## src/rtl/icrmc_pkg.sv

```systemverilog
// ----------------------------------------------------------------------------
// icrmc_pkg
// shared types and constants for the ipv4 checksum repair / mss clamp block
// ----------------------------------------------------------------------------
`default_nettype none

package icrmc_pkg;

    localparam int FRAME_BYTES_DEF = 2048;

    // frame byte offsets
    localparam int OFF_ETYPE_HI = 12;
    localparam int OFF_ETYPE_LO = 13;
    localparam int OFF_IP       = 14;
    localparam int OFF_VIHL     = 14;
    localparam int OFF_TOT_HI   = 16;
    localparam int OFF_TOT_LO   = 17;
    localparam int OFF_FRAG_HI  = 20;
    localparam int OFF_FRAG_LO  = 21;
    localparam int OFF_PROTO    = 23;
    localparam int OFF_HCK_HI   = 24;
    localparam int OFF_PSEUDO   = 26;
    localparam int PSEUDO_END   = 34;
    localparam int MIN_FRAME    = 34;

    // l4 offsets
    localparam int L4_ICMP_CK   = 2;
    localparam int L4_TCP_OFF   = 12;
    localparam int L4_TCP_FLAGS = 13;
    localparam int L4_TCP_CK    = 16;
    localparam int TCP_OPT_BASE = 20;

    localparam logic [7:0] ETYPE_HI_IPV4 = 8'h08;
    localparam logic [7:0] ETYPE_LO_IPV4 = 8'h00;
    localparam logic [3:0] IP_VERSION    = 4'd4;
    localparam logic [7:0] FRAG_MASK     = 8'h3F;
    localparam logic [7:0] TCP_SYN       = 8'h02;
    localparam logic [7:0] PROTO_ICMP    = 8'd1;
    localparam logic [7:0] PROTO_TCP     = 8'd6;
    localparam logic [7:0] OPT_END       = 8'd0;
    localparam logic [7:0] OPT_NOP       = 8'd1;
    localparam logic [7:0] OPT_MSS       = 8'd2;
    localparam logic [7:0] OPT_MSS_LEN   = 8'd4;

    typedef enum logic [1:0] {
        TP_IDLE,
        TP_FETCH,
        TP_REPAIR
    } top_state_t;

    typedef enum logic [3:0] {
        SQ_IDLE,
        SQ_RD,
        SQ_CAP,
        SQ_SUM,
        SQ_ADD_P,
        SQ_ADD_L,
        SQ_FOLD,
        SQ_WR_HI,
        SQ_WR_LO,
        SQ_DONE
    } seq_state_t;

    typedef enum logic [4:0] {
        ST_ET0, ST_ET1, ST_VIHL, ST_TOT0, ST_TOT1,
        ST_HCK0, ST_HCK1, ST_FRAG0, ST_FRAG1, ST_PROTO,
        ST_ICK0, ST_ICK1, ST_TFLAG, ST_TOFF, ST_OPT,
        ST_OLEN, ST_MSS0, ST_MSS1, ST_TCK0, ST_TCK1
    } step_t;

    typedef enum logic [1:0] {
        SUM_HDR,
        SUM_ICMP,
        SUM_PSEUDO,
        SUM_TCP
    } sum_t;

    typedef enum logic [1:0] {
        POST_DONE,
        POST_FRAG,
        POST_ZERO,
        POST_TCK
    } post_t;

    typedef struct packed {
        logic        clr;
        logic        add;
        logic        fold;
        logic [15:0] val;
    } csum_ctrl_t;

    typedef struct packed {
        logic done;
        logic hdr_fix;
        logic icmp_fix;
        logic tcp_fix;
        logic mss_low;
    } seq_stat_t;

endpackage

`default_nettype wire

```

## src/rtl/icrmc_csum.sv

```systemverilog
// ----------------------------------------------------------------------------
// icrmc_csum
// ones complement accumulator with iterative carry fold
// ----------------------------------------------------------------------------
`default_nettype none

module icrmc_csum #(
    parameter int FRAME_BYTES = icrmc_pkg::FRAME_BYTES_DEF
) (
    input  wire logic                   aclk,
    input  wire icrmc_pkg::csum_ctrl_t  ctrl,
    output logic                        fold_done,
    output logic [15:0]                 cks
);

    localparam int SUM_W = 16 + $clog2(FRAME_BYTES);

    logic [SUM_W-1:0] sum_reg;
    logic [SUM_W-1:0] sum_next;

    always_comb begin
        priority if (ctrl.clr) begin
            sum_next = '0;
        end else if (ctrl.add) begin
            sum_next = sum_reg + SUM_W'(ctrl.val);
        end else if (ctrl.fold) begin
            sum_next = SUM_W'(sum_reg[15:0]) + SUM_W'(sum_reg[SUM_W-1:16]);
        end else begin
            sum_next = sum_reg;
        end
    end

    always_ff @(posedge aclk) begin
        sum_reg <= sum_next;
    end

    assign fold_done = (sum_reg[SUM_W-1:16] == '0);
    assign cks       = ~sum_reg[15:0];

endmodule

`default_nettype wire

```

## src/rtl/icrmc_seq.sv

```systemverilog
// ----------------------------------------------------------------------------
// icrmc_seq
// repair sequencer: parses headers, clamps mss and rewrites checksums in the
// frame buffer through one read/write port
// ----------------------------------------------------------------------------
`default_nettype none

module icrmc_seq #(
    parameter int FRAME_BYTES = icrmc_pkg::FRAME_BYTES_DEF
) (
    input  wire logic                             aclk,
    input  wire logic                             aresetn,
    input  wire logic                             start,
    input  wire logic [$clog2(FRAME_BYTES+1)-1:0] frame_len,
    input  wire logic [15:0]                      mss_clamp,
    output logic                                  ram_we,
    output logic [$clog2(FRAME_BYTES)-1:0]        ram_addr,
    output logic [7:0]                            ram_wdata,
    input  wire logic [7:0]                       ram_rdata,
    output icrmc_pkg::seq_stat_t                  stat
);

    localparam int POS_W  = $clog2(FRAME_BYTES + 1);
    localparam int ADDR_W = $clog2(FRAME_BYTES);

    icrmc_pkg::seq_state_t state_reg, state_next;
    icrmc_pkg::step_t      step_reg, step_next;
    icrmc_pkg::sum_t       kind_reg, kind_next;
    icrmc_pkg::post_t      post_reg, post_next;
    icrmc_pkg::csum_ctrl_t csum_ctrl;

    logic [POS_W-1:0] addr_reg, addr_next;
    logic [7:0]       hold_reg, hold_next;
    logic [7:0]       vihl_reg, vihl_next;
    logic [7:0]       proto_reg, proto_next;
    logic [7:0]       opt_reg, opt_next;
    logic [15:0]      l4len_reg, l4len_next;
    logic [POS_W-1:0] l4_reg, l4_next;
    logic [5:0]       thdr_reg, thdr_next;
    logic [8:0]       at_reg, at_next;
    logic [POS_W-1:0] ptr_reg, ptr_next;
    logic [POS_W-1:0] end_reg, end_next;
    logic             pend_reg, pend_next;
    logic             pend_hi_reg, pend_hi_next;
    logic [POS_W-1:0] wr_addr_reg, wr_addr_next;
    logic [15:0]      wr_val_reg, wr_val_next;
    logic             hdr_fix_reg, hdr_fix_next;
    logic             icmp_fix_reg, icmp_fix_next;
    logic             tcp_fix_reg, tcp_fix_next;
    logic             mss_low_reg, mss_low_next;

    logic             fold_done;
    logic [15:0]      cks;

    logic             rd_go;
    icrmc_pkg::step_t rd_step;
    logic [POS_W-1:0] rd_pos;
    logic             fin;
    logic [5:0]       ihl;
    logic [15:0]      tot;
    logic [15:0]      pair;
    logic [8:0]       at_nop;
    logic [8:0]       at_skip;
    logic [5:0]       thdr_cap;

    icrmc_csum #(
        .FRAME_BYTES(FRAME_BYTES)
    ) u_csum (
        .aclk      (aclk),
        .ctrl      (csum_ctrl),
        .fold_done (fold_done),
        .cks       (cks)
    );

    assign ihl      = {vihl_reg[3:0], 2'b00};
    assign pair     = {hold_reg, ram_rdata};
    assign tot      = pair;
    assign at_nop   = at_reg + 9'd1;
    assign at_skip  = at_reg + 9'(ram_rdata);
    assign thdr_cap = {ram_rdata[7:4], 2'b00};

    always_comb begin
        state_next    = state_reg;
        step_next     = step_reg;
        kind_next     = kind_reg;
        post_next     = post_reg;
        addr_next     = addr_reg;
        hold_next     = hold_reg;
        vihl_next     = vihl_reg;
        proto_next    = proto_reg;
        opt_next      = opt_reg;
        l4len_next    = l4len_reg;
        l4_next       = l4_reg;
        thdr_next     = thdr_reg;
        at_next       = at_reg;
        ptr_next      = ptr_reg;
        end_next      = end_reg;
        pend_next     = 1'b0;
        pend_hi_next  = 1'b0;
        wr_addr_next  = wr_addr_reg;
        wr_val_next   = wr_val_reg;
        hdr_fix_next  = hdr_fix_reg;
        icmp_fix_next = icmp_fix_reg;
        tcp_fix_next  = tcp_fix_reg;
        mss_low_next  = mss_low_reg;
        rd_go         = 1'b0;
        rd_step       = step_reg;
        rd_pos        = addr_reg;
        fin           = 1'b0;

        unique case (state_reg)
            icrmc_pkg::SQ_IDLE: begin
                if (start) begin
                    hdr_fix_next  = 1'b0;
                    icmp_fix_next = 1'b0;
                    tcp_fix_next  = 1'b0;
                    mss_low_next  = 1'b0;
                    rd_go   = 1'b1;
                    rd_step = icrmc_pkg::ST_ET0;
                    rd_pos  = POS_W'(icrmc_pkg::OFF_ETYPE_HI);
                end
            end
            icrmc_pkg::SQ_RD: begin
                state_next = icrmc_pkg::SQ_CAP;
            end
            icrmc_pkg::SQ_CAP: begin
                hold_next = ram_rdata;
                unique case (step_reg)
                    icrmc_pkg::ST_ET0: begin
                        if (frame_len < POS_W'(icrmc_pkg::MIN_FRAME) ||
                            ram_rdata != icrmc_pkg::ETYPE_HI_IPV4) begin
                            fin = 1'b1;
                        end else begin
                            rd_go   = 1'b1;
                            rd_step = icrmc_pkg::ST_ET1;
                            rd_pos  = POS_W'(icrmc_pkg::OFF_ETYPE_LO);
                        end
                    end
                    icrmc_pkg::ST_ET1: begin
                        if (ram_rdata != icrmc_pkg::ETYPE_LO_IPV4) begin
                            fin = 1'b1;
                        end else begin
                            rd_go   = 1'b1;
                            rd_step = icrmc_pkg::ST_VIHL;
                            rd_pos  = POS_W'(icrmc_pkg::OFF_VIHL);
                        end
                    end
                    icrmc_pkg::ST_VIHL: begin
                        vihl_next = ram_rdata;
                        rd_go   = 1'b1;
                        rd_step = icrmc_pkg::ST_TOT0;
                        rd_pos  = POS_W'(icrmc_pkg::OFF_TOT_HI);
                    end
                    icrmc_pkg::ST_TOT0: begin
                        rd_go   = 1'b1;
                        rd_step = icrmc_pkg::ST_TOT1;
                        rd_pos  = POS_W'(icrmc_pkg::OFF_TOT_LO);
                    end
                    icrmc_pkg::ST_TOT1: begin
                        if (vihl_reg[7:4] != icrmc_pkg::IP_VERSION || ihl < 6'd20 ||
                            tot < 16'(ihl) ||
                            (17'(tot) + 17'd14) > 17'(frame_len)) begin
                            fin = 1'b1;
                        end else begin
                            l4_next    = POS_W'(icrmc_pkg::OFF_IP) + POS_W'(ihl);
                            l4len_next = tot - 16'(ihl);
                            rd_go   = 1'b1;
                            rd_step = icrmc_pkg::ST_HCK0;
                            rd_pos  = POS_W'(icrmc_pkg::OFF_HCK_HI);
                        end
                    end
                    icrmc_pkg::ST_HCK0: begin
                        rd_go   = 1'b1;
                        rd_step = icrmc_pkg::ST_HCK1;
                        rd_pos  = POS_W'(icrmc_pkg::OFF_HCK_HI + 1);
                    end
                    icrmc_pkg::ST_HCK1: begin
                        if (pair == 16'd0) begin
                            kind_next  = icrmc_pkg::SUM_HDR;
                            ptr_next   = POS_W'(icrmc_pkg::OFF_IP);
                            end_next   = POS_W'(icrmc_pkg::OFF_IP) + POS_W'(ihl);
                            state_next = icrmc_pkg::SQ_SUM;
                        end else begin
                            rd_go   = 1'b1;
                            rd_step = icrmc_pkg::ST_FRAG0;
                            rd_pos  = POS_W'(icrmc_pkg::OFF_FRAG_HI);
                        end
                    end
                    icrmc_pkg::ST_FRAG0: begin
                        if ((ram_rdata & icrmc_pkg::FRAG_MASK) != 8'd0) begin
                            fin = 1'b1;
                        end else begin
                            rd_go   = 1'b1;
                            rd_step = icrmc_pkg::ST_FRAG1;
                            rd_pos  = POS_W'(icrmc_pkg::OFF_FRAG_LO);
                        end
                    end
                    icrmc_pkg::ST_FRAG1: begin
                        if (ram_rdata != 8'd0) begin
                            fin = 1'b1;
                        end else begin
                            rd_go   = 1'b1;
                            rd_step = icrmc_pkg::ST_PROTO;
                            rd_pos  = POS_W'(icrmc_pkg::OFF_PROTO);
                        end
                    end
                    icrmc_pkg::ST_PROTO: begin
                        proto_next = ram_rdata;
                        priority if (ram_rdata == icrmc_pkg::PROTO_ICMP &&
                                     l4len_reg >= 16'd8) begin
                            rd_go   = 1'b1;
                            rd_step = icrmc_pkg::ST_ICK0;
                            rd_pos  = l4_reg + POS_W'(icrmc_pkg::L4_ICMP_CK);
                        end else if (ram_rdata == icrmc_pkg::PROTO_TCP &&
                                     l4len_reg >= 16'd20) begin
                            rd_go = 1'b1;
                            if (mss_clamp != 16'd0) begin
                                rd_step = icrmc_pkg::ST_TFLAG;
                                rd_pos  = l4_reg + POS_W'(icrmc_pkg::L4_TCP_FLAGS);
                            end else begin
                                rd_step = icrmc_pkg::ST_TCK0;
                                rd_pos  = l4_reg + POS_W'(icrmc_pkg::L4_TCP_CK);
                            end
                        end else begin
                            fin = 1'b1;
                        end
                    end
                    icrmc_pkg::ST_ICK0: begin
                        rd_go   = 1'b1;
                        rd_step = icrmc_pkg::ST_ICK1;
                        rd_pos  = l4_reg + POS_W'(icrmc_pkg::L4_ICMP_CK + 1);
                    end
                    icrmc_pkg::ST_ICK1: begin
                        if (pair == 16'd0) begin
                            kind_next  = icrmc_pkg::SUM_ICMP;
                            ptr_next   = l4_reg;
                            end_next   = l4_reg + POS_W'(l4len_reg);
                            state_next = icrmc_pkg::SQ_SUM;
                        end else begin
                            fin = 1'b1;
                        end
                    end
                    icrmc_pkg::ST_TFLAG: begin
                        rd_go = 1'b1;
                        if ((ram_rdata & icrmc_pkg::TCP_SYN) != 8'd0) begin
                            rd_step = icrmc_pkg::ST_TOFF;
                            rd_pos  = l4_reg + POS_W'(icrmc_pkg::L4_TCP_OFF);
                        end else begin
                            rd_step = icrmc_pkg::ST_TCK0;
                            rd_pos  = l4_reg + POS_W'(icrmc_pkg::L4_TCP_CK);
                        end
                    end
                    icrmc_pkg::ST_TOFF: begin
                        thdr_next = thdr_cap;
                        at_next   = 9'(icrmc_pkg::TCP_OPT_BASE);
                        rd_go     = 1'b1;
                        if (thdr_cap >= 6'd24 && 16'(thdr_cap) <= l4len_reg) begin
                            rd_step = icrmc_pkg::ST_OPT;
                            rd_pos  = l4_reg + POS_W'(icrmc_pkg::TCP_OPT_BASE);
                        end else begin
                            rd_step = icrmc_pkg::ST_TCK0;
                            rd_pos  = l4_reg + POS_W'(icrmc_pkg::L4_TCP_CK);
                        end
                    end
                    icrmc_pkg::ST_OPT: begin
                        opt_next = ram_rdata;
                        rd_go    = 1'b1;
                        rd_step  = icrmc_pkg::ST_TCK0;
                        rd_pos   = l4_reg + POS_W'(icrmc_pkg::L4_TCP_CK);
                        priority if (ram_rdata == icrmc_pkg::OPT_END) begin
                            rd_step = icrmc_pkg::ST_TCK0;
                        end else if (ram_rdata == icrmc_pkg::OPT_NOP) begin
                            at_next = at_nop;
                            if (at_nop + 9'd1 < 9'(thdr_reg)) begin
                                rd_step = icrmc_pkg::ST_OPT;
                                rd_pos  = l4_reg + POS_W'(at_nop);
                            end
                        end else begin
                            rd_step = icrmc_pkg::ST_OLEN;
                            rd_pos  = l4_reg + POS_W'(at_reg) + POS_W'(1);
                        end
                    end
                    icrmc_pkg::ST_OLEN: begin
                        rd_go   = 1'b1;
                        rd_step = icrmc_pkg::ST_TCK0;
                        rd_pos  = l4_reg + POS_W'(icrmc_pkg::L4_TCP_CK);
                        priority if (ram_rdata < 8'd2 ||
                                     (10'(at_reg) + 10'(ram_rdata)) > 10'(thdr_reg)) begin
                            rd_step = icrmc_pkg::ST_TCK0;
                        end else if (opt_reg == icrmc_pkg::OPT_MSS &&
                                     ram_rdata == icrmc_pkg::OPT_MSS_LEN) begin
                            rd_step = icrmc_pkg::ST_MSS0;
                            rd_pos  = l4_reg + POS_W'(at_reg) + POS_W'(2);
                        end else begin
                            at_next = at_skip;
                            if (at_skip + 9'd1 < 9'(thdr_reg)) begin
                                rd_step = icrmc_pkg::ST_OPT;
                                rd_pos  = l4_reg + POS_W'(at_skip);
                            end
                        end
                    end
                    icrmc_pkg::ST_MSS0: begin
                        rd_go   = 1'b1;
                        rd_step = icrmc_pkg::ST_MSS1;
                        rd_pos  = l4_reg + POS_W'(at_reg) + POS_W'(3);
                    end
                    icrmc_pkg::ST_MSS1: begin
                        if (pair > mss_clamp) begin
                            mss_low_next = 1'b1;
                            wr_addr_next = l4_reg + POS_W'(at_reg) + POS_W'(2);
                            wr_val_next  = mss_clamp;
                            post_next    = icrmc_pkg::POST_ZERO;
                            state_next   = icrmc_pkg::SQ_WR_HI;
                        end else begin
                            rd_go   = 1'b1;
                            rd_step = icrmc_pkg::ST_TCK0;
                            rd_pos  = l4_reg + POS_W'(icrmc_pkg::L4_TCP_CK);
                        end
                    end
                    icrmc_pkg::ST_TCK0: begin
                        rd_go   = 1'b1;
                        rd_step = icrmc_pkg::ST_TCK1;
                        rd_pos  = l4_reg + POS_W'(icrmc_pkg::L4_TCP_CK + 1);
                    end
                    icrmc_pkg::ST_TCK1: begin
                        if (pair == 16'd0) begin
                            kind_next  = icrmc_pkg::SUM_PSEUDO;
                            ptr_next   = POS_W'(icrmc_pkg::OFF_PSEUDO);
                            end_next   = POS_W'(icrmc_pkg::PSEUDO_END);
                            state_next = icrmc_pkg::SQ_SUM;
                        end else begin
                            fin = 1'b1;
                        end
                    end
                    default: begin
                        fin = 1'b1;
                    end
                endcase
            end
            icrmc_pkg::SQ_SUM: begin
                if (ptr_reg < end_reg) begin
                    ptr_next     = ptr_reg + POS_W'(1);
                    pend_next    = 1'b1;
                    pend_hi_next = ~ptr_reg[0];
                end else if (!pend_reg) begin
                    if (kind_reg == icrmc_pkg::SUM_PSEUDO) begin
                        state_next = icrmc_pkg::SQ_ADD_P;
                    end else begin
                        state_next = icrmc_pkg::SQ_FOLD;
                    end
                end
            end
            icrmc_pkg::SQ_ADD_P: begin
                state_next = icrmc_pkg::SQ_ADD_L;
            end
            icrmc_pkg::SQ_ADD_L: begin
                kind_next  = icrmc_pkg::SUM_TCP;
                ptr_next   = l4_reg;
                end_next   = l4_reg + POS_W'(l4len_reg);
                state_next = icrmc_pkg::SQ_SUM;
            end
            icrmc_pkg::SQ_FOLD: begin
                if (fold_done) begin
                    wr_val_next = cks;
                    state_next  = icrmc_pkg::SQ_WR_HI;
                    unique case (kind_reg)
                        icrmc_pkg::SUM_HDR: begin
                            hdr_fix_next = 1'b1;
                            wr_addr_next = POS_W'(icrmc_pkg::OFF_HCK_HI);
                            post_next    = icrmc_pkg::POST_FRAG;
                        end
                        icrmc_pkg::SUM_ICMP: begin
                            icmp_fix_next = 1'b1;
                            wr_addr_next  = l4_reg + POS_W'(icrmc_pkg::L4_ICMP_CK);
                            post_next     = icrmc_pkg::POST_DONE;
                        end
                        default: begin
                            tcp_fix_next = 1'b1;
                            wr_addr_next = l4_reg + POS_W'(icrmc_pkg::L4_TCP_CK);
                            post_next    = icrmc_pkg::POST_DONE;
                        end
                    endcase
                end
            end
            icrmc_pkg::SQ_WR_HI: begin
                state_next = icrmc_pkg::SQ_WR_LO;
            end
            icrmc_pkg::SQ_WR_LO: begin
                unique case (post_reg)
                    icrmc_pkg::POST_DONE: begin
                        fin = 1'b1;
                    end
                    icrmc_pkg::POST_FRAG: begin
                        rd_go   = 1'b1;
                        rd_step = icrmc_pkg::ST_FRAG0;
                        rd_pos  = POS_W'(icrmc_pkg::OFF_FRAG_HI);
                    end
                    icrmc_pkg::POST_ZERO: begin
                        wr_addr_next = l4_reg + POS_W'(icrmc_pkg::L4_TCP_CK);
                        wr_val_next  = 16'd0;
                        post_next    = icrmc_pkg::POST_TCK;
                        state_next   = icrmc_pkg::SQ_WR_HI;
                    end
                    default: begin
                        rd_go   = 1'b1;
                        rd_step = icrmc_pkg::ST_TCK0;
                        rd_pos  = l4_reg + POS_W'(icrmc_pkg::L4_TCP_CK);
                    end
                endcase
            end
            icrmc_pkg::SQ_DONE: begin
                state_next = icrmc_pkg::SQ_IDLE;
            end
            default: begin
                state_next = icrmc_pkg::SQ_IDLE;
            end
        endcase

        if (rd_go) begin
            state_next = icrmc_pkg::SQ_RD;
            step_next  = rd_step;
            addr_next  = rd_pos;
        end
        if (fin) begin
            state_next = icrmc_pkg::SQ_DONE;
        end
    end

    always_comb begin
        ram_we         = 1'b0;
        ram_addr       = ADDR_W'(addr_reg);
        ram_wdata      = wr_val_reg[15:8];
        csum_ctrl      = '0;
        csum_ctrl.clr  = (state_reg == icrmc_pkg::SQ_RD);
        csum_ctrl.fold = (state_reg == icrmc_pkg::SQ_FOLD) && !fold_done;
        unique case (state_reg)
            icrmc_pkg::SQ_SUM: begin
                ram_addr      = ADDR_W'(ptr_reg);
                csum_ctrl.add = pend_reg;
                csum_ctrl.val = pend_hi_reg ? {ram_rdata, 8'h00} : {8'h00, ram_rdata};
            end
            icrmc_pkg::SQ_ADD_P: begin
                csum_ctrl.add = 1'b1;
                csum_ctrl.val = {8'h00, proto_reg};
            end
            icrmc_pkg::SQ_ADD_L: begin
                csum_ctrl.add = 1'b1;
                csum_ctrl.val = l4len_reg;
            end
            icrmc_pkg::SQ_WR_HI: begin
                ram_we   = 1'b1;
                ram_addr = ADDR_W'(wr_addr_reg);
            end
            icrmc_pkg::SQ_WR_LO: begin
                ram_we    = 1'b1;
                ram_addr  = ADDR_W'(wr_addr_reg + POS_W'(1));
                ram_wdata = wr_val_reg[7:0];
            end
            default: begin
                ram_we = 1'b0;
            end
        endcase
        stat.done     = (state_reg == icrmc_pkg::SQ_DONE);
        stat.hdr_fix  = hdr_fix_reg;
        stat.icmp_fix = icmp_fix_reg;
        stat.tcp_fix  = tcp_fix_reg;
        stat.mss_low  = mss_low_reg;
    end

    always_ff @(posedge aclk) begin
        if (!aresetn) begin
            state_reg <= icrmc_pkg::SQ_IDLE;
            pend_reg  <= 1'b0;
        end else begin
            state_reg <= state_next;
            pend_reg  <= pend_next;
        end
        step_reg     <= step_next;
        kind_reg     <= kind_next;
        post_reg     <= post_next;
        addr_reg     <= addr_next;
        hold_reg     <= hold_next;
        vihl_reg     <= vihl_next;
        proto_reg    <= proto_next;
        opt_reg      <= opt_next;
        l4len_reg    <= l4len_next;
        l4_reg       <= l4_next;
        thdr_reg     <= thdr_next;
        at_reg       <= at_next;
        ptr_reg      <= ptr_next;
        end_reg      <= end_next;
        pend_hi_reg  <= pend_hi_next;
        wr_addr_reg  <= wr_addr_next;
        wr_val_reg   <= wr_val_next;
        hdr_fix_reg  <= hdr_fix_next;
        icmp_fix_reg <= icmp_fix_next;
        tcp_fix_reg  <= tcp_fix_next;
        mss_low_reg  <= mss_low_next;
    end

endmodule

`default_nettype wire

```

## config.mk

```make
export PLATFORM = sky130hd
export DESIGN_NAME = icrmc_seq
export DESIGN_NICKNAME = d
export VERILOG_FILES = /design/src/rtl/icrmc_pkg.sv /design/src/rtl/icrmc_csum.sv /design/src/rtl/icrmc_seq.sv
export SDC_FILE = /design/constraint.sdc
export NUM_CORES = 1
export LEC_CHECK = 0
export ABC_AREA = 1
export BUFFER_PORTS_ARGS = -buffer_cell sky130_fd_sc_hd__buf_4
export CAP_MARGIN = 10
export CORE_MARGIN = 4
export CORE_UTILIZATION = 40
export CTS_BUF_LIST = sky130_fd_sc_hd__clkbuf_8
export DETAILED_ROUTE_END_ITERATION = 7
export PLACE_DENSITY_LB_ADDON = 0.08
export SKIP_LAST_GASP = 1
export SLEW_MARGIN = 30
export SYNTH_ARGS = -nofsm -noshare
export SYNTH_HDL_FRONTEND = slang
export SYNTH_HIERARCHICAL = 1
export SYNTH_SLANG_ARGS = --single-unit
```

## constraint.sdc

```tcl
create_clock -name aclk -period 20.2 [get_ports aclk]
set_clock_uncertainty 0.2 [all_clocks]
set_input_delay 1.01 -clock aclk [delete_from_list [all_inputs] [get_ports aclk]]
set_output_delay 1.01 -clock aclk [all_outputs]
set_load 0.01 [all_outputs]
```

==> results of run 1 <==
## kinds of logic after synthesis
family	count (synthesis)	share of synthesized area, %
xor+xnor	61	3.38
compound gates	340	12.3
other cells	1	0.0231
fa+ha+maj	133	10.6
flops	174	30.1
simple gates	1202	33.1
buf+inv	442	10.5
## area by class of cell
cell class                      count  share of cell area [%]
Multi-Input combinational cell   1738                    54.6
Antenna cell                        1                  0.0141
Clock inverter                     15                    1.09
Timing Repair Buffer               74                    3.13
Clock buffer                       17                    1.32
Tap cell                          525                    3.70
Inverter                          404                    8.56
Sequential cell                   174                    27.6
## synthesized netlist by cell type, types with 3 or more instances
| cell type | n |
|---|---|
| o211ai_1 | 15 |
| nor4_1 | 11 |
| o21a_1 | 3 |
| o21ai_0 | 96 |
| xnor2_1 | 14 |
| nor2_4 | 6 |
| buf_4 | 6 |
| o21ai_1 | 9 |
| dfxtp_1 | 33 |
| nor3_1 | 42 |
| a21oi_1 | 127 |
| nand3b_1 | 11 |
| inv_1 | 383 |
| nand2_1 | 607 |
| fa_1 | 8 |
| o2111ai_1 | 9 |
| ha_1 | 125 |
| nor2_1 | 216 |
| buf_2 | 10 |
| nand2_4 | 4 |
| or2_2 | 5 |
| a21oi_2 | 6 |
| clkinv_1 | 6 |
| nand4_1 | 45 |
| a31oi_1 | 11 |
| inv_2 | 14 |
| nand3_1 | 175 |
| o22ai_1 | 20 |
| edfxtp_1 | 141 |
| o21bai_1 | 7 |
| nor3_2 | 7 |
| nand3_2 | 12 |
| clkbuf_1 | 19 |
| o221ai_1 | 15 |
| nand2_2 | 36 |
| xor2_1 | 45 |
| a211oi_1 | 4 |
| nor2_2 | 12 |
## worst max-delay path by stage
| stage | end | slack, ns | depth (start not counted) |
|---|---|---|---|
| floorplan | post_reg[0] | 12.81 | 10 |
| global placement | addr_reg[10] | 15.48 | 18 |
| detailed placement | addr_reg[10] | 15.41 | 18 |
| CTS | ram_addr[0] | 15.69 | 9 |
| global route | addr_reg[2] | 15.45 | 20 |
| finish | addr_reg[2] | 15.73 | 20 |
## metrics by stage
stage | cells | worst slack (ns) | cell area [µm²]
finish | 2948 | 15.73 | 17800
global route | 2947 | 15.45 | 17700
CTS | 2947 | 15.69 | 17700
detailed placement | 2915 | 15.41 | 17300
global placement | 2915 | 15.48 | 17300
floorplan | 2354 | 12.81 | 16300
## where the power goes
part           leakage [µW]  switching, µW  internal, µW
Sequential          0.00155           62.8           464
Combinational       0.00666            361           179
Clock              0.000216            166           107
## routing by layer
| layer | global-route usage [%] | part of all wire (%) | wire, µm | vias up |
|---|---|---|---|---|
| li1 | - | - | - | 7893 |
| met1 | 35.4 | 44 | 26200 | 7579 |
| met2 | 45.2 | 47 | 28300 | 472 |
| met3 | 3.92 | 5.7 | 3420 | 95 |
| met4 | 8.82 | 3.1 | 1830 | 0 |
| met5 | 0 | 0 | 0 | - |
## placed cells by master (no fill, tap or decap), drive strengths merged, types with 9 or more instances in the layout
cell and n:
a21oi 134, a31oi 11, buf 74, clkbuf 17, clkinv 11, dfxtp 33
edfxtp 141, ha 125, inv 407, nand2 647, nand3 188, nand3b 11
nand4 45, nor2 234, nor3 51, nor4 12, o2111ai 9, o211ai 16
o21ai 107, o221ai 15, o22ai 20, or2 10, xnor2 14, xor2 47
## tightest hold or removal path, stage by stage, from the launching register on
cell and delay (ns):
dfxtp_1 0.37, nand2_1 0.08, a21oi_1 0.05
==> run metrics, run 1 <==
crit-path max FO 12; WL per Instance 20.2 µm; Reg clk slew, reported paths 0.13 ns; Setup TNS 0 ns; clock latency on the worst-skew pair 0.53 ns; number of vias per cell 5.44; GR Util All Layers 26.8%; Final setup violation count 0; top-area cell type share of the netlist area 26.0%; H-tree level count 4; Ys Warns 6; Hold-fix buffers, CTS 0; routability cong. 0.965; overall power 1340 µW; FP Rows 73; synthesized flop and latch total 174; Power Dens Cells 75.5 nW/µm²; # resized after CTS 0; Worst Path Buf+Inv 2; Worst R2R Start at_reg[1]; relative slew slack 35.1%; RSZ-0062 raised after global routing no; Post-CTS Setup Bufs 0; Netlist Area Pre-Place 16300 µm²; max cap viols 0; Slowest-stage cell, CP edfxtp_1; clock sinks 174; clock root buffer clkbuf_8; WHS Path Cells 2; Worst-Margin Slew 0.970 ns; Multi-input gate area 9700 µm²; Hold EP u_csum/sum_reg[24]; sequential cell area 4890 µm²; Longest Clk Path Bufs 2; DRC Markers 0; post-layout util 44.5%; DIE WIDTH 210 µm; HP Start u_csum/sum_reg[24]; leakage power 0.00842 µW; antenna violations before repair 1; gr ovfl total 0; Final period util 22.2%; post-layout min period 4.47 ns; CTS tree built; DPL Wire Length 48300 µm; Setup CP Type register to register; syn_area_per_cell 6.91 µm²; post-synthesis sequential area ratio 30.1%; crit-path cells inv_1 -> fa_1 -> inv_1 -> nand2_1 -> nor2_1 -> nand3_1 -> xor2_1 -> ha_1 -> a21oi_1 -> nand2_1 -> a21oi_1 -> nand3_2 -> nand2_1 -> nand2_2 -> nand2_1 -> nand2_1 -> nand2_1 -> nand3_1 -> nand2_1 -> nand2_1; drt initial violations 1282; Max VDD drop 0.0000480 V; WP data required 20.28 ns; Vias 16000; Async S/R FF share, synth 0%; die area 43900 µm²; DRT Pass-1 Iters 5; DRT antenna net count 0; I/O Pins 64; Main synth FF type edfxtp_1; r2r worst-path depth 20; max reg flops 27; Syn Inst Count 2353; Core Footprint 39900 µm²; die height 210 µm; Most common cell on crit path nand2_1; effective utilization at floorplan 40.7%; hold_ws 0.323 ns; drt total wl 59700 µm; critical path startpoint at_reg[1]; first-pass GRT wire length 90900 µm; distinct cell type count after synthesis 66; vias in the first global route 15300; share of layout cells above drive strength 1 9.33%; max-slew violation count 0; Top Family by Delay on Critical Path simple AND/OR/NAND/NOR gates; CP peak stage delay 0.80 ns; Area Overhead vs Synth 9.20%; CTS buffer count 17; Final Hold Fails 0; area leader, netlist edfxtp_1; R2R setup slack 15.73 ns; RR Endpoint addr_reg[2]; Worst setup SP type register; status completed; fill count 4236; largest net degree at the start of global routing 31; Nets 2581; fmax 0.223 GHz; Hold Path Class register to register; I/O Buffers 63; number of synthesized flops with an enable pin 141; Critical Path Sink Type register; largest cells by area after synthesis edfxtp_1 (26%), nand2_1 (14%), ha_1 (9.6%), inv_1 (8.8%), nand3_1 (5.4%); worst path arrival time 4.55 ns
(Power assumes the default switching activity.)
==> run 2: changes to the inputs <==
- clock period: 20.2 -> 3.59 ns (I/O delays scaled with it)
==> run 2 against run 1 <==
  * Combinational power grew to 6.0 times the previous value
  * Critical path depth increased by 2
  * First-iteration DRC count down 5.0%
  * Design area up 6.0%
  * Largest cell class unchanged
  * Register-to-register slack got worse by 16 ns
  * Global-route usage up 0.37 points
==> run metrics, run 2 (synthesis results as in run 1) <==
status completed (unchanged); vias in the first global route 15700 (was 15300); effective utilization at floorplan 40.7% (unchanged); WP data required 3.66 ns (was 20.28 ns); Worst setup SP type register (unchanged); CTS tree built (unchanged); clock root buffer clkbuf_8 (unchanged); DRT Pass-1 Iters 6 (was 5); commonest cells after routing, fill and taps aside nand2_1 (599), inv_1 (378), nor2_1 (214) (was nand2_1 (607), inv_1 (383), nor2_1 (216)); Longest Clk Path Bufs 2 (unchanged); hold_ws 0.0284 ns (was 0.323 ns); gr ovfl total 0 (unchanged); DIE WIDTH 210 µm (unchanged); Worst-Margin Slew 0.913 ns (was 0.970 ns); I/O Pins 64 (unchanged); Area Overhead vs Synth 15.7% (was 9.20%); Net Sw Frac 43.7% (was 44.0%); Vias 16400 (was 16000); die height 210 µm (unchanged); DRT antenna net count 0 (unchanged); die area 43900 µm² (unchanged); max reg flops 27 (unchanged); clock sinks 174 (unchanged); Place WS -0.0155 ns (was 15.41 ns); diode count 0 (was 1); fmax 0.284 GHz (was 0.223 GHz); leakage power 0.00897 µW (was 0.00842 µW); RSZ-0062 raised after global routing yes (was no); relative slew slack 38.9% (was 35.1%); DPL Wire Length 49600 µm (was 48300 µm); clock share of power 19.7% (was 20.3%); Setup CP Type register to register (unchanged); critical path startpoint at_reg[0] (was at_reg[1]); Final period util 98.2% (was 22.2%); post-layout min period 3.52 ns (was 4.47 ns); first-pass GRT wire length 92100 µm (was 90900 µm); leading cell type in the layout, fill and taps excluded nand2_1 (unchanged); drt total wl 60900 µm (was 59700 µm); worst path arrival time 3.60 ns (was 4.55 ns); internal power 4320 µW (was 750 µW); Comb pwr share 42.1% (was 40.3%); Power Dens Cells 408 nW/µm² (was 75.5 nW/µm²); Core Footprint 39900 µm² (unchanged); Nets 2683 (was 2581); HP Start mss_clamp[15] (was u_csum/sum_reg[24]); antenna violations before repair 0 (was 1); Worst R2R Start at_reg[0] (was at_reg[1]); Final setup violation count 0 (unchanged); CTS buffer count 17 (unchanged); setup slack after layout 0.0651 ns (was 15.73 ns); I/O Buffers 63 (unchanged); crit-path max FO 4 (was 12); WL per Instance 20.0 µm (was 20.2 µm); DRC Markers 0 (unchanged); clock latency on the worst-skew pair 0.52 ns (was 0.53 ns); FP Rows 73 (unchanged); Setup TNS 0 ns (unchanged); share of layout cells above drive strength 1 13.6% (was 9.33%); Reg clk slew, reported paths 0.11 ns (was 0.13 ns); H-tree level count 4 (unchanged); number of vias per cell 5.39 (was 5.44); largest net degree at the start of global routing 30 (was 31); max cap viols 0 (unchanged); Critical Path Sink Type register (unchanged); Sequential Power Share 38.2% (was 39.3%); Hold Path Class primary input to register (was register to register); drt initial violations 1218 (was 1282); Final Hold Fails 0 (unchanged); GR Util All Layers 27.2% (was 26.8%); max-slew violation count 0 (unchanged); Max VDD drop 0.000271 V (was 0.0000480 V); Psw 3350 µW (was 590 µW); routability cong. 0.942 (was 0.965)
[run 2: changes by cell type in the layout (fill, tap and decap cells not counted), moves of 5 or more]
cell,change
nand2_1,-8
buf_4,+70
a21oi_2,+5
dlygate4sd3_1,+20
inv_2,+5
inv_1,-5
ha_1,-5
nand3_1,-5
a21oi_1,-5
buf_12,+7
[run 2: cell type report]
cell class	instances	area, µm²
clock inverter	15	169
multi-input combinational	1738	9860
clock buffer	17	234
timing repair buffer	176	1480
tap	525	657
inverter	404	1520
sequential	174	4890
fill	4114	21100
[run 2: power groups by stage]
| stage | Combinational [µW] | Sequential [µW] | Clock (µW) |
|---|---|---|---|
| detailed placement | 3140 | 2980 | 0 |
| CTS | 3180 | 2930 | 1530 |
| floorplan | 2070 | 2810 | 0 |
| global placement | 3140 | 2990 | 0 |
| finish | 3230 | 2930 | 1510 |
| global route | 3560 | 2960 | 1610 |
[run 2: per-stage QoR]
stage	utilization (%)	power [µW]	area [µm²]	std cells
after floorplan	-	4880	16300	2354
after detailed placement	44.9	6120	17900	2985
after CTS	46.5	7640	18600	3039
after global routing	47.1	8130	18800	3049
final	47.1	7670	18800	3049
after global placement	44.9	6120	17900	2985
[run 2: routing by layer]
layer  vias to the layer above  routed length, µm  GRT usage (%)
li1                       8108                  -              -
met4                         0               2010           8.82
met5                         -                  0              0
met3                        94               3220           3.18
met2                       519              28700           45.9
met1                      7723              27100           36.4
[run 2: worst max-delay path, stage by stage (launching register included)]
cell	delay [ns]
edfxtp_1	0.41
ha_2	0.21
inv_2	0.06
fa_2	0.43
inv_2	0.08
nand2_2	0.05
nor2_2	0.10
nand3_2	0.11
xor2_1	0.18
ha_1	0.33
a21oi_2	0.14
nand2_1	0.08
a21oi_2	0.15
nand3_2	0.11
buf_4	0.16
nand2_4	0.07
nand2_4	0.06
nand2_1	0.05
nand2_1	0.06
nand2_1	0.05
nand3_1	0.07
nand2_1	0.06
nand2_1	0.05
[run 2: what timing repair did]
item,CTS,global route
hold buffers,20,0
endpoints found under the setup margin,3,65
hold endpoints to repair,53,0
setup buffers,2,10
pin swaps,2,26
gates resized for setup,5,49
[run 2: final timing paths]
path	slack [ns]	depth (start not counted)	endpoint
worst min register to register	0.34	2	u_csum/sum_reg[24]
worst max register to register	0.07	22	addr_reg[2]
worst max-delay path	0.07	22	addr_reg[2]
worst min-delay path	0.03	3	wr_val_reg[15]
